`src/rtl/mbe_pkg.sv`:
```
`timescale 1ns / 1ps
// ----------------------------------------------------------------------------
// mbe_pkg
// shared widths, register map, command/status structs and fixed-point helpers
// for the escape-time unit
// ----------------------------------------------------------------------------
package mbe_pkg;

  // number formats
  localparam int FRAC_BITS = 28;             // fraction bits of internal z
  localparam int ITER_BITS = 16;             // iteration counter width
  localparam int IN_FRAC   = 28;             // fraction bits of c and escape_sq

  // port widths
  localparam int C_W      = 32;
  localparam int ESC_W    = 34;
  localparam int LIM_W    = 16;
  localparam int SCALE_W  = 25;
  localparam int SHADE_W  = 25;
  localparam int ITERS_W  = 16;

  // datapath widths
  localparam int Z_W       = FRAC_BITS + 7;            // signed z, also |z| width
  localparam int ZMAG_BITS = FRAC_BITS + 6;
  localparam int LO_W      = Z_W / 2;                  // low half of multiplier operand
  localparam int HI_W      = Z_W - LO_W;               // high half
  localparam int PP_W      = Z_W + HI_W;               // partial product
  localparam int PROD_W    = 2 * Z_W - FRAC_BITS;      // product after the fraction shift
  localparam int CMP_W     = PROD_W + 1;               // |z|^2 sum
  localparam int SUM_W     = PROD_W + 3;               // z update before saturation
  localparam int SHADE_PROD_W = ITER_BITS + SCALE_W;

  // alignment of Q4.28 inputs to the internal format
  localparam int C_SHL = (FRAC_BITS >= IN_FRAC) ? FRAC_BITS - IN_FRAC : 0;
  localparam int C_SHR = (FRAC_BITS >= IN_FRAC) ? 0 : IN_FRAC - FRAC_BITS;

  localparam logic signed [SUM_W-1:0] Z_HI = SUM_W'((64'sd1 <<< (Z_W - 1)) - 64'sd1);
  localparam logic signed [SUM_W-1:0] Z_LO = ~Z_HI;
  localparam logic [CMP_W-1:0] MAG_CAP = CMP_W'((64'd1 << ZMAG_BITS) - 64'd1);
  localparam logic [SHADE_W-1:0] SHADE_ONE = SHADE_W'(25'h100_0000);

  // register map
  localparam int ADDR_W    = 5;
  localparam int DATA_W    = 64;
  localparam int REG_IDX_W = ADDR_W - 3;
  localparam logic [REG_IDX_W-1:0] REG_ESCAPE_SQ    = REG_IDX_W'(0);
  localparam logic [REG_IDX_W-1:0] REG_MAX_ITER     = REG_IDX_W'(1);
  localparam logic [REG_IDX_W-1:0] REG_SCALE_FACTOR = REG_IDX_W'(2);

  localparam logic [ESC_W-1:0]   ESCAPE_SQ_RST    = ESC_W'(34'h0_4000_0000);
  localparam logic [LIM_W-1:0]   MAX_ITER_RST     = LIM_W'(16'd256);
  localparam logic [SCALE_W-1:0] SCALE_FACTOR_RST = SCALE_W'(25'h001_0000);

  // controller to datapath
  typedef struct packed {
    logic load;      // take a new point, clear z and count
    logic mul_lo;    // multiply by low operand halves
    logic mul_hi;    // multiply by high operand halves
    logic sum;       // combine partial products
    logic step;      // escape check and z update
    logic out_load;  // fill the result register
  } cmd_t;

  // datapath to controller
  typedef struct packed {
    logic esc_hit;   // |z|^2 at or over the bound
    logic lim_hit;   // count after this update reaches the limit
  } status_t;

  function automatic logic signed [SUM_W-1:0] align_c(input logic signed [C_W-1:0] c);
    logic signed [63:0] wide;
    wide = 64'(c);
    wide = (wide <<< C_SHL) >>> C_SHR;
    return SUM_W'(wide);
  endfunction

  function automatic logic [CMP_W-1:0] escape_bound(input logic [ESC_W-1:0] e);
    logic [63:0] wide;
    wide = (64'(e) << C_SHL) >> C_SHR;
    return CMP_W'(wide);
  endfunction

  function automatic logic signed [Z_W-1:0] sat_z(input logic signed [SUM_W-1:0] x);
    logic signed [SUM_W-1:0] r;
    if (x > Z_HI) begin
      r = Z_HI;
    end else if (x < Z_LO) begin
      r = Z_LO;
    end else begin
      r = x;
    end
    return Z_W'(r);
  endfunction

  function automatic logic [ITER_BITS-1:0] iter_limit(input logic [LIM_W-1:0] m);
    logic [63:0] cap;
    logic [63:0] m64;
    cap = (64'd1 << ITER_BITS) - 64'd1;
    m64 = 64'(m);
    return ITER_BITS'((m64 < cap) ? m64 : cap);
  endfunction

endpackage

```
`src/rtl/mbe_ctrl.sv`:
```
`timescale 1ns / 1ps
// ----------------------------------------------------------------------------
// mbe_ctrl
// sequencer: accepts a point, runs iterations (low half, high half, sum,
// update) until escape or limit, then hands the result to the output register
// ----------------------------------------------------------------------------
module mbe_ctrl (
  input  logic             clk_i,
  input  logic             rst_ni,
  input  logic             in_valid_i,
  output logic             in_stall_o,
  output logic             out_valid_o,
  input  logic             out_stall_i,
  input  mbe_pkg::status_t status_i,
  output mbe_pkg::cmd_t    cmd_o
);

  localparam logic [2:0] S_IDLE = 3'd0;
  localparam logic [2:0] S_MLO  = 3'd1;
  localparam logic [2:0] S_MHI  = 3'd2;
  localparam logic [2:0] S_SUM  = 3'd3;
  localparam logic [2:0] S_UPD  = 3'd4;
  localparam logic [2:0] S_DONE = 3'd5;

  logic [2:0] state_q, state_d;
  logic       out_valid_q, out_valid_d;

  assign in_stall_o  = (state_q != S_IDLE);
  assign out_valid_o = out_valid_q;

  always_comb begin
    state_d = state_q;
    cmd_o   = '0;
    unique case (state_q)
      S_IDLE: begin
        if (in_valid_i) begin
          cmd_o.load = 1'b1;
          state_d    = S_MLO;
        end
      end
      S_MLO: begin
        cmd_o.mul_lo = 1'b1;
        state_d      = S_MHI;
      end
      S_MHI: begin
        cmd_o.mul_hi = 1'b1;
        state_d      = S_SUM;
      end
      S_SUM: begin
        cmd_o.sum = 1'b1;
        state_d   = S_UPD;
      end
      S_UPD: begin
        cmd_o.step = 1'b1;
        if (status_i.esc_hit || status_i.lim_hit) begin
          state_d = S_DONE;
        end else begin
          state_d = S_MLO;
        end
      end
      S_DONE: begin
        // wait for a free output register
        if (!out_valid_q || !out_stall_i) begin
          cmd_o.out_load = 1'b1;
          state_d        = S_IDLE;
        end
      end
      default: begin
        state_d = S_IDLE;
      end
    endcase
  end

  always_comb begin
    out_valid_d = out_valid_q && out_stall_i;
    if (cmd_o.out_load) begin
      out_valid_d = 1'b1;
    end
  end

  always_ff @(posedge clk_i or negedge rst_ni) begin
    if (!rst_ni) begin
      state_q     <= S_IDLE;
      out_valid_q <= 1'b0;
    end else begin
      state_q     <= state_d;
      out_valid_q <= out_valid_d;
    end
  end

endmodule

```
`config.mk`:
```
export PLATFORM = sky130hd
export DESIGN_NAME = mbe_ctrl
export DESIGN_NICKNAME = d
export VERILOG_FILES = /design/src/rtl/mbe_pkg.sv /design/src/rtl/mbe_ctrl.sv
export SDC_FILE = /design/constraint.sdc
export NUM_CORES = 1
export LEC_CHECK = 0
export ABC_AREA = 1
export BUFFER_PORTS_ARGS = -buffer_cell sky130_fd_sc_hd__buf_4
export CORE_AREA = 3 3 40 42
export CTS_CLUSTER_DIAMETER = 100
export DETAILED_ROUTE_END_ITERATION = 6
export DIE_AREA = 0 0 43 45
export PLACE_DENSITY = 0.46
export SYNTH_ARGS = -nofsm -noshare
export SYNTH_HDL_FRONTEND = slang
export SYNTH_SLANG_ARGS = --single-unit
```
`constraint.sdc`:
```
create_clock -name clk_i -period 0.87 [get_ports clk_i]
set_input_delay 0.0435 -clock clk_i [delete_from_list [all_inputs] [get_ports clk_i]]
set_output_delay 0.0435 -clock clk_i [all_outputs]
set_load 0.005 [all_outputs]
```
* Word-level counts from Yosys, hierarchy flattened
Index checks and enable logic that the tools add are counted.
** Cells by class
- Equality and inequality tests :: 7
- Muxes and demuxes :: 13
- Reduce and logical (&&, ||, !) cells :: 8
** Operators by type and width (count)
- $pmux 3 s6 :: 1
- $mux 1 :: 9
- $mux 3 :: 3
- $eq 3x2->1 const B :: 2
- $eq 3x3->1 const B :: 2
- $ne 2x2->1 const B :: 2
- $eq 3x1->1 const B :: 1
- $logic_not 3->1 :: 1
- $reduce_bool 3->1 :: 1
- $logic_not 1->1 :: 2
- $logic_or 1x1->1 :: 2
- $reduce_and 2->1 :: 1
- $logic_and 1x1->1 :: 1
** Word-level totals
- Register bits after elaboration :: 4
- Bits of input ports :: 6
- Output and inout bits :: 8
- Word-level logic and storage cells :: 30

* Longest topological paths before layout
Gate-level depths: netlist of run 1.
- Depth after elaboration :: 5
- Gate-level depth with buffers :: 4
- Depth with buffers taken out :: 4

* Worst setup path before layout of run 1
OpenSTA, ideal clock, no wires.
- Path kind :: register to register
- Start :: register state_q[0]
- End :: register state_q[0]
- Arrival :: 805 ps
- Data required time :: 747 ps
- Slack :: -58 ps
- Cell stages (with the launch flop) :: 5
- Path buffers :: 0
- Period minus slack after synthesis :: 928 ps
- Path through :: dfrtp_1 -> nor2_1 -> nand2_1 -> nor2_1 -> a21oi_1
** On the way
- Longest elaborated chain between the ends :: 3
** Ends and longest elaborated chain
- from (decl) :: RTL line mbe_ctrl.sv:25 : logic [2:0] state_q, state_d;
- from (signal assigned) :: RTL line mbe_ctrl.sv:86 : state_q <= state_d;
- $eq 3x3->1 / $logic_not 3->1 (equally long branches) :: RTL line mbe_ctrl.sv:34 : unique case (state_q)
- $ne 2x2->1 (no source line)
- $reduce_and 2->1 (no source line)
Several ways; a longest one is shown, not always the timed one.
A chain may end at the register's enable or synchronous reset.

==> results.txt, run 1 <==
The horizontal die dimension is roughly 43 um. The placement row count came out at 13. The CTS H-tree depth is 1. The count of mapped cells out of synthesis came out at 31. The quantity of I/O buffers inserted on ports is 13.

The I/O pin total is 14. For this run, the number of Yosys warnings is 0. The maximum root-to-sink buffer count came out at 2. The number of antenna repair diodes came out at 0.

The initial antenna violation count was 0. The flop-to-flop setup slack is -90 ps. Counting flops with a built-in enable in the synthesized netlist gives 0. The total wire length is ~610 um. The highest achievable clock rate came out at approximately 900 MHz.

The sequential area share after synthesis is a little under half. The final weighted congestion of routability-driven global placement came out at 0.6921. The source-to-sink clock delay at the later pin of the worst-skew pair is approximately 230 ps. The tool flagged a number of max-cap violations equal to 0. The largest net degree at the start of global routing is 7.

The final hold violation count is 0. The first global-routing pass estimated between 1000 and 1500 um of wire. The average cell area after synthesis is about 7 um2. Adding up every negative setup slack in the final design gives -1705 ps. By count the netlist is led by 6 x nand2_1, 5 x inv_1, 4 x dfrtp_1, 4 x nor2_1, 4 x nor3_1. Dividing total power by cell area gives a power density of between 3000 and 4000 nW/um2.

The total CTS buffers is 3. Setup repair after global routing could not meet its margin everywhere. The worst reg2reg path depth is 5. In the final routed layout, each cell accounts on average for 9.030 um. The count of final setup violators came out at 10. The area of the core came out at approximately 1300 um2. The via-per-instance ratio is between 4 and 5. The minimum clock period after layout came out at 1132 ps. The final layout contains 60 nets. The total vias in the final route came out at ~270. The proportion of layout cells with a drive suffix above 1 came out at between 70 and 80%.

The worst setup path is captured at an output port. Global routing consumed, over all layers together, a little under 8% of the routing resources. Tracing the worst setup path back leads to its startpoint at state_q[1]$_DFFE_PN0P_. The number of pins exceeding their max-slew limit in the final report came out at 0. The area after detailed placement came out at around 340 um2. The worst register-to-register path begins at state_q[0]$_DFFE_PN0P_. TritonCTS built the clock tree. The share of Yosys cell area claimed by the top area cell type is a little under half. The worst hold path terminates at out_valid_o$_DFF_PN0_. The maximum ir drop on the vdd rail is 0.001287 V. The area of the die came out at slightly below 2000 um2. For this design, the sink count on the clock tree is 4.

The remaining global-route overflow is 0. The via count of the first global-routing pass was 274. The count of antenna-violating nets left after detailed routing is 0. The count of distinct cell types in the synthesized netlist came out at 11.

The class of the most critical setup path is register to output port. The type of the most critical hold path is primary input to register. Counting flops with an async set or reset pin after synthesis yields a share of 100.0%. The cell at the root of the clock tree is clkbuf_4. STA classifies the critical path startpoint as a register. Clock-pin slew was measured on the worst setup and hold paths at around 40 ps. The launch point of the worst hold path is out_stall_i.

The number of search-and-repair iterations in the first detailed-routing pass is 2. The maximum fanout along the worst path came out at 6. The worst pin sits at a relative slew slack of slightly below 90%. The worst hold path stage count is 3. Counting every net in the synthesized netlist gives 37. The number of synthesized register bits is 4. Among all flip-flop cells after synthesis, the most frequent one is dfrtp_1.

After routing the design area is about 450 um2. In the post-synthesis netlist, the cell with the most instances is nand2_1. The fraction of the cycle the final worst path needs came out at 130.1%. Relative to the synthesized area, the layout overhead comes to 106.9%.

The initial utilization of the core area, before any placement, comes to around 17%. In the post-route analysis, the smallest setup slack over all paths is -262.1 ps. The residual DRC count came out at 0. The run finished, with violations left. The floorplan step set the die height to roughly 45 um. In this run the static leakage power is around 0.24 nW.

The first routing iteration left 2 violations. After legalization and detailed placement, the total HPWL measured 439.5 um. The biggest area consumer among synthesized cells is dfrtp_1. The final setup skew is ~4.2 ps.

By area the synthesized netlist is led by dfrtp_1 46%, nand2_1 10%, nor3_1 9.2%. The critical path arrival is ~1100 ps. The required time at the endpoint of the critical path came out at roughly 830 ps.

The transition time of the tightest slew-check pin came out at approximately 190 ps. The checks that failed: setup timing. The design draws between 0.001 and 0.0015 W. The synthesized netlist occupies a cell area of approximately 220 um2. In this run the critical register-to-register path is captured at state_q[2]$_DFFE_PN0P_.
-- area by class of cell --
cell class                 instances  area (um2)
fill                             142       834.6
timing repair buffer              18       141.4
multi-input combinational         20       137.6
sequential                         4       103.9
inverter                           7       26.28
clock buffer                       3       22.52
tap                               15       18.77
-- state kept, by name, summed over array words and instances, names as in the netlist --
signal	flops
state_q	3
out_valid_o	1
-- critical path: stages (launching register included) --
cell and delay, ps:
dfrtp_2 460, nor2_4 130, nand2_1 70, nor2_1 90
buf_4 110
-- metal layers --
| metal | vias up | part of all wire (%) | global-route usage (%) |
|---|---|---|---|
| li1 | 141 | - | - |
| met1 | 119 | 42 | 9.535 |
| met2 | 9 | 49 | 10.48 |
| met3 | 0 | 8.9 | 5.179 |
| met4 | 0 | 0 | 3.614 |
| met5 | - | 0 | 0 |
-- how the worst max path moves through the flow --
stage,end,slack [ps]
3_5_place_dp,state_q[0]$_DFFE_PN0P_,-90
3_3_place_gp,state_q[0]$_DFFE_PN0P_,-80
2_1_floorplan,state_q[0]$_DFFE_PN0P_,-30
6_report,cmd_o[0],-260
4_1_cts,cmd_o[5],-270
5_1_grt,cmd_o[5],-330
-- placed cells by master (no fill, tap or decap) --
cell type / n
a21oi_2: 1
buf_4: 16
buf_6: 1
clkbuf_4: 3
dfrtp_1: 1
dfrtp_2: 3
dlygate4sd3_1: 1
inv_1: 3
inv_2: 4
nand2_1: 3
nand2_2: 3
nand3_2: 1
nand3_4: 1
nor2_1: 3
nor2_2: 1
nor2_4: 1
nor3_1: 2
nor3_2: 2
o211ai_1: 1
o21ai_1: 1
-- repair_timing --
action,4_1_cts,5_1_grt
setup buffers,4,0
endpoints found under the hold margin,4,0
gates resized for setup,11,5
endpoints found under the setup margin,9,11
hold buffers,1,0
pin swaps,4,0
-- stage by stage --
step	std cells	worst slack, ps	hold slack [ps]	utilization, %
3_3_place_gp	59	-80.17	-157.0	26.39
5_1_grt	67	-329.0	53.08	35.05
6_report	67	-262.1	41.30	35.05
4_1_cts	67	-268.7	39.54	33.59
3_5_place_dp	59	-94.01	-157.8	26.39
2_1_floorplan	31	-27.12	-252.1	-
-- power by group --
group | internal (W) | switching, W
logic | 0.000445 | 0.000367
registers | 0.000282 | 0.000144
clock network | 0.000154 | 0.0000762
total | 0.000881 | 0.000587
-- cell families (layout without fill, tap and decap cells) --
family	count (synthesis)	count (layout)	share of synthesized area, %
simple gates	17	17	33.91
compound gates	3	3	8.043
buf+inv	7	28	12.07
flops	4	4	45.98
No activity file was read; power rests on OpenSTA's default activity.
==> run 2: changes to the inputs <==
Settings changed: TNS_END_PERCENT from default to 5.
==> run 2 against run 1 <==
Net effect:
- first-iteration DRC count did not move
- the flow still finishes with violations (setup timing)
- sequential power rose by 2%
- clock power barely moved
- highest routed layer unchanged
- count of clock-buffer cells in the layout did not move
- core utilization fell by 3.7 points
- cell count fell by 4.5%
- worst setup slack improved by 12 ps
- clock skew fell by 0.70 ps
- largest cell class unchanged
- register-to-register slack improved by 50 ps
- sequential cell count did not move
- die area did not move
- via count fell by 4.8%
==> results.txt, run 2 (synthesis gave the netlist of run 1 again) <==
The relative area change from synthesis to final layout is 85.06% (was 106.9%). The effective utilization at floorplan was 16.94% (unchanged). The highest achievable clock rate came out at 892.4 MHz (was 883.3 MHz). The number of buffers and inverters on the critical path is 1 (unchanged).

The I/O pin total came out at 14 (unchanged). The number of pins exceeding their max-slew limit in the final report came out at 0 (unchanged). The total wire length is 570 um (was 605 um). The startpoint type of the worst setup path is a register (unchanged). The worst hold path stage count is 3 (unchanged). The fraction of power spent switching nets was 39.07% (was 39.96%).

The fraction of the cycle the final worst path needs came out at 128.8% (was 130.1%). The count of antenna-violating nets left after detailed routing came out at 0 (unchanged). The via-per-instance ratio is 4.000 (was 4.015).

The worst setup margin was -250.5 ps (was -262.1 ps). The total CTS buffers came out at 3 (unchanged). The path length in cells of the critical path came out at 4 (unchanged).

The area after detailed placement is 339.1 um2 (unchanged). The relative slew slack came out at 89.04% (was 87.48%). The total power divided by cell area is 3308 nW/um2 (was 3259 nW/um2). The quantity of I/O buffers inserted on ports is 13 (unchanged). The slowest library cell on the worst path is dfrtp_2 (unchanged). The clock transition at the registers of the reported paths came out at 40 ps (about the same). Result of the run: finished with violations (unchanged). The required time at the endpoint of the critical path came out at 830 ps (about the same). The total vias in the final route came out at 256 (was 269).

The proportion of layout cells with a drive suffix above 1 is 53.06% (was 71.15%). The area of all placed cells without fillers came to 402.9 um2 (was 450.4 um2). The family with the most delay on the worst path is flip-flops (unchanged). The most common cell after layout, fill and taps aside is buf_4 (unchanged). The number of antenna repair diodes came to 0 (unchanged). The source-to-sink clock delay at the later pin of the worst-skew pair was 240 ps (was 230 ps). The remaining global-route overflow came to 0 (unchanged). The maximum fanout along the worst path came out at 6 (unchanged). The class of the most critical setup path is register to output port (unchanged).

The placement row count is 13 (unchanged). The total leakage power came out at 0.2233 nW (was 0.2400 nW). The horizontal die dimension came out at 43 um (unchanged).

The via count of the first global-routing pass is 255 (was 274). List of cells traversed by the critical path: nor2_4, nand2_2, nor2_1, buf_4 (was nor2_4, nand2_1, nor2_1, buf_4). The register with the highest flop count is state_q (unchanged). Most frequent cells in the layout: 12 x buf_4, 5 x inv_1, 4 x nor3_1, 4 x nand2_1 (was 16 x buf_4, 4 x inv_2). The maximum ir drop on the vdd rail came out at 0.001396 V (was 0.001287 V). Violated checks: setup timing (unchanged). The global-route wire length before repair is 1007 um (was 1090 um). The transition time of the tightest slew-check pin came out at 163.2 ps (was 187.0 ps). The final weighted congestion of routability-driven global placement is 0.6921 (unchanged). The number of flip-flops under the largest register name is 3 (unchanged). The type of the most critical hold path is primary input to register (unchanged). The residual DRC count is 0 (unchanged). The placed wire-length estimate after detailed placement came to 439.5 um (unchanged). The power share of the clock group was 17.3% (was 15.7%). The area of the core is 1285 um2 (unchanged). The initial antenna violation count came out at 0 (unchanged). The number of maximum-capacitance violations is 0 (unchanged). The combinational power share is 50.0% (was 55.3%). The critical path arrival is 1080 ps (was 1090 ps). The floorplan die height is 45 um (unchanged). The total routing usage reported by global routing was 7.029% (was 7.782%). The internal power component is 0.0008121 W (was 0.0008812 W). The initial DRC count was 2 (unchanged).

The final hold violation count is 0 (unchanged). The cell at the root of the clock tree was clkbuf_4 (unchanged). The worst reg2reg path depth was 4 (was 5).

The largest net degree at the start of global routing came out at 8 (was 7). The net total in the final layout came out at 57 (was 60). The CTS H-tree depth came to 1 (unchanged). The net switching power figure is 0.0005206 W (was 0.0005866 W). The maximum root-to-sink buffer count came to 2 (unchanged). The sum of negative setup slack is -1530 ps (was -1705 ps). The average wire per standard cell is 8.906 um (was 9.030 um). The endpoint kind of the worst setup timing path is an output port (unchanged). The count of final setup violators is 9 (was 10).

The clock sink count came out at 4 (unchanged). Unrepaired setup endpoints after global routing: yes (unchanged). The fraction of power consumed by sequential logic is 32.7% (was 29.0%).

The maximum single-stage delay on the critical path was 460 ps (about the same). The final setup skew came out at 3.468 ps (was 4.167 ps). The number of search-and-repair iterations in the first detailed-routing pass came out at 3 (was 2).

The minimum clock period after layout came out at 1121 ps (was 1132 ps). The area of the die came out at 1935 um2 (unchanged). The post-placement worst setup slack came out at -94.01 ps (unchanged). The TritonCTS clock tree is done (unchanged).
## run 2: changes by cell type in the layout (fill, tap and decap cells not counted), sizes merged
| cell | change |
|---|---|
| buf | -3 |
## run 2: final timing paths
kind,from,to,slack (ps)
max,state_q[1]$_DFFE_PN0P_,cmd_o[0],-250
max reg2reg,state_q[1]$_DFFE_PN0P_,state_q[2]$_DFFE_PN0P_,-40
max in group asynchronous,rst_ni,state_q[1]$_DFFE_PN0P_,620
min reg2reg,out_valid_o$_DFF_PN0_,out_valid_o$_DFF_PN0_,500
min in group asynchronous,rst_ni,out_valid_o$_DFF_PN0_,140
min,out_stall_i,out_valid_o$_DFF_PN0_,30
## run 2: power groups by stage
stage | sequential, W | combinational, W | clock [W]
final | 0.000435 | 0.000667 | 0.000231
after global routing | 0.000456 | 0.000770 | 0.000254
after CTS | 0.000410 | 0.000629 | 0.000241
after detailed placement | 0.000400 | 0.000569 | 0
after global placement | 0.000398 | 0.000568 | 0
after floorplan | 0.000370 | 0.000302 | 0
## run 2: worst register-to-register path, stage by stage, from the launching register on
cell and delay [ps]:
dfrtp_2 440, nor2_4 50, buf_4 130, o211ai_1 70, nand3_1 90
## run 2: cell type report
cell class              count  area [um2]
well taps                  15       18.77
repair buffers             15       122.6
inverters                   7       26.28
fillers                   143       882.1
multi-input cells          20       108.9
clock buffers               3       22.52
flip-flops and latches      4       103.9
## run 2: what timing repair did
| item | CTS | global route |
|---|---|---|
| pin swaps | 2 | 0 |
| hold buffers | 1 | 0 |
| buffers inserted | 1 | 0 |
| gates resized for setup | 4 | 4 |
| endpoints found under the setup margin | 9 | 10 |
| hold endpoints to repair | 4 | 0 |
## run 2: per-stage QoR
stage	power (W)	cells	hold slack (ps)	utilization, %
2_1_floorplan	0.0006718	31	-252.1	-
3_3_place_gp	0.0009665	59	-157.0	26.39
3_5_place_dp	0.0009687	59	-157.8	26.39
4_1_cts	0.001280	64	31.78	30.09
5_1_grt	0.001480	64	53.96	31.35
6_report	0.001333	64	30.10	31.35
## run 2: layer usage
| layer | up-vias | wire length, um | global-route usage, % |
|---|---|---|---|
| met5 | - | 0 | 0 |
| met4 | 0 | 0 | 1.807 |
| met3 | 0 | 54 | 5.179 |
| met2 | 9 | 270 | 8.683 |
| met1 | 113 | 245 | 9.535 |
| li1 | 134 | - | - |
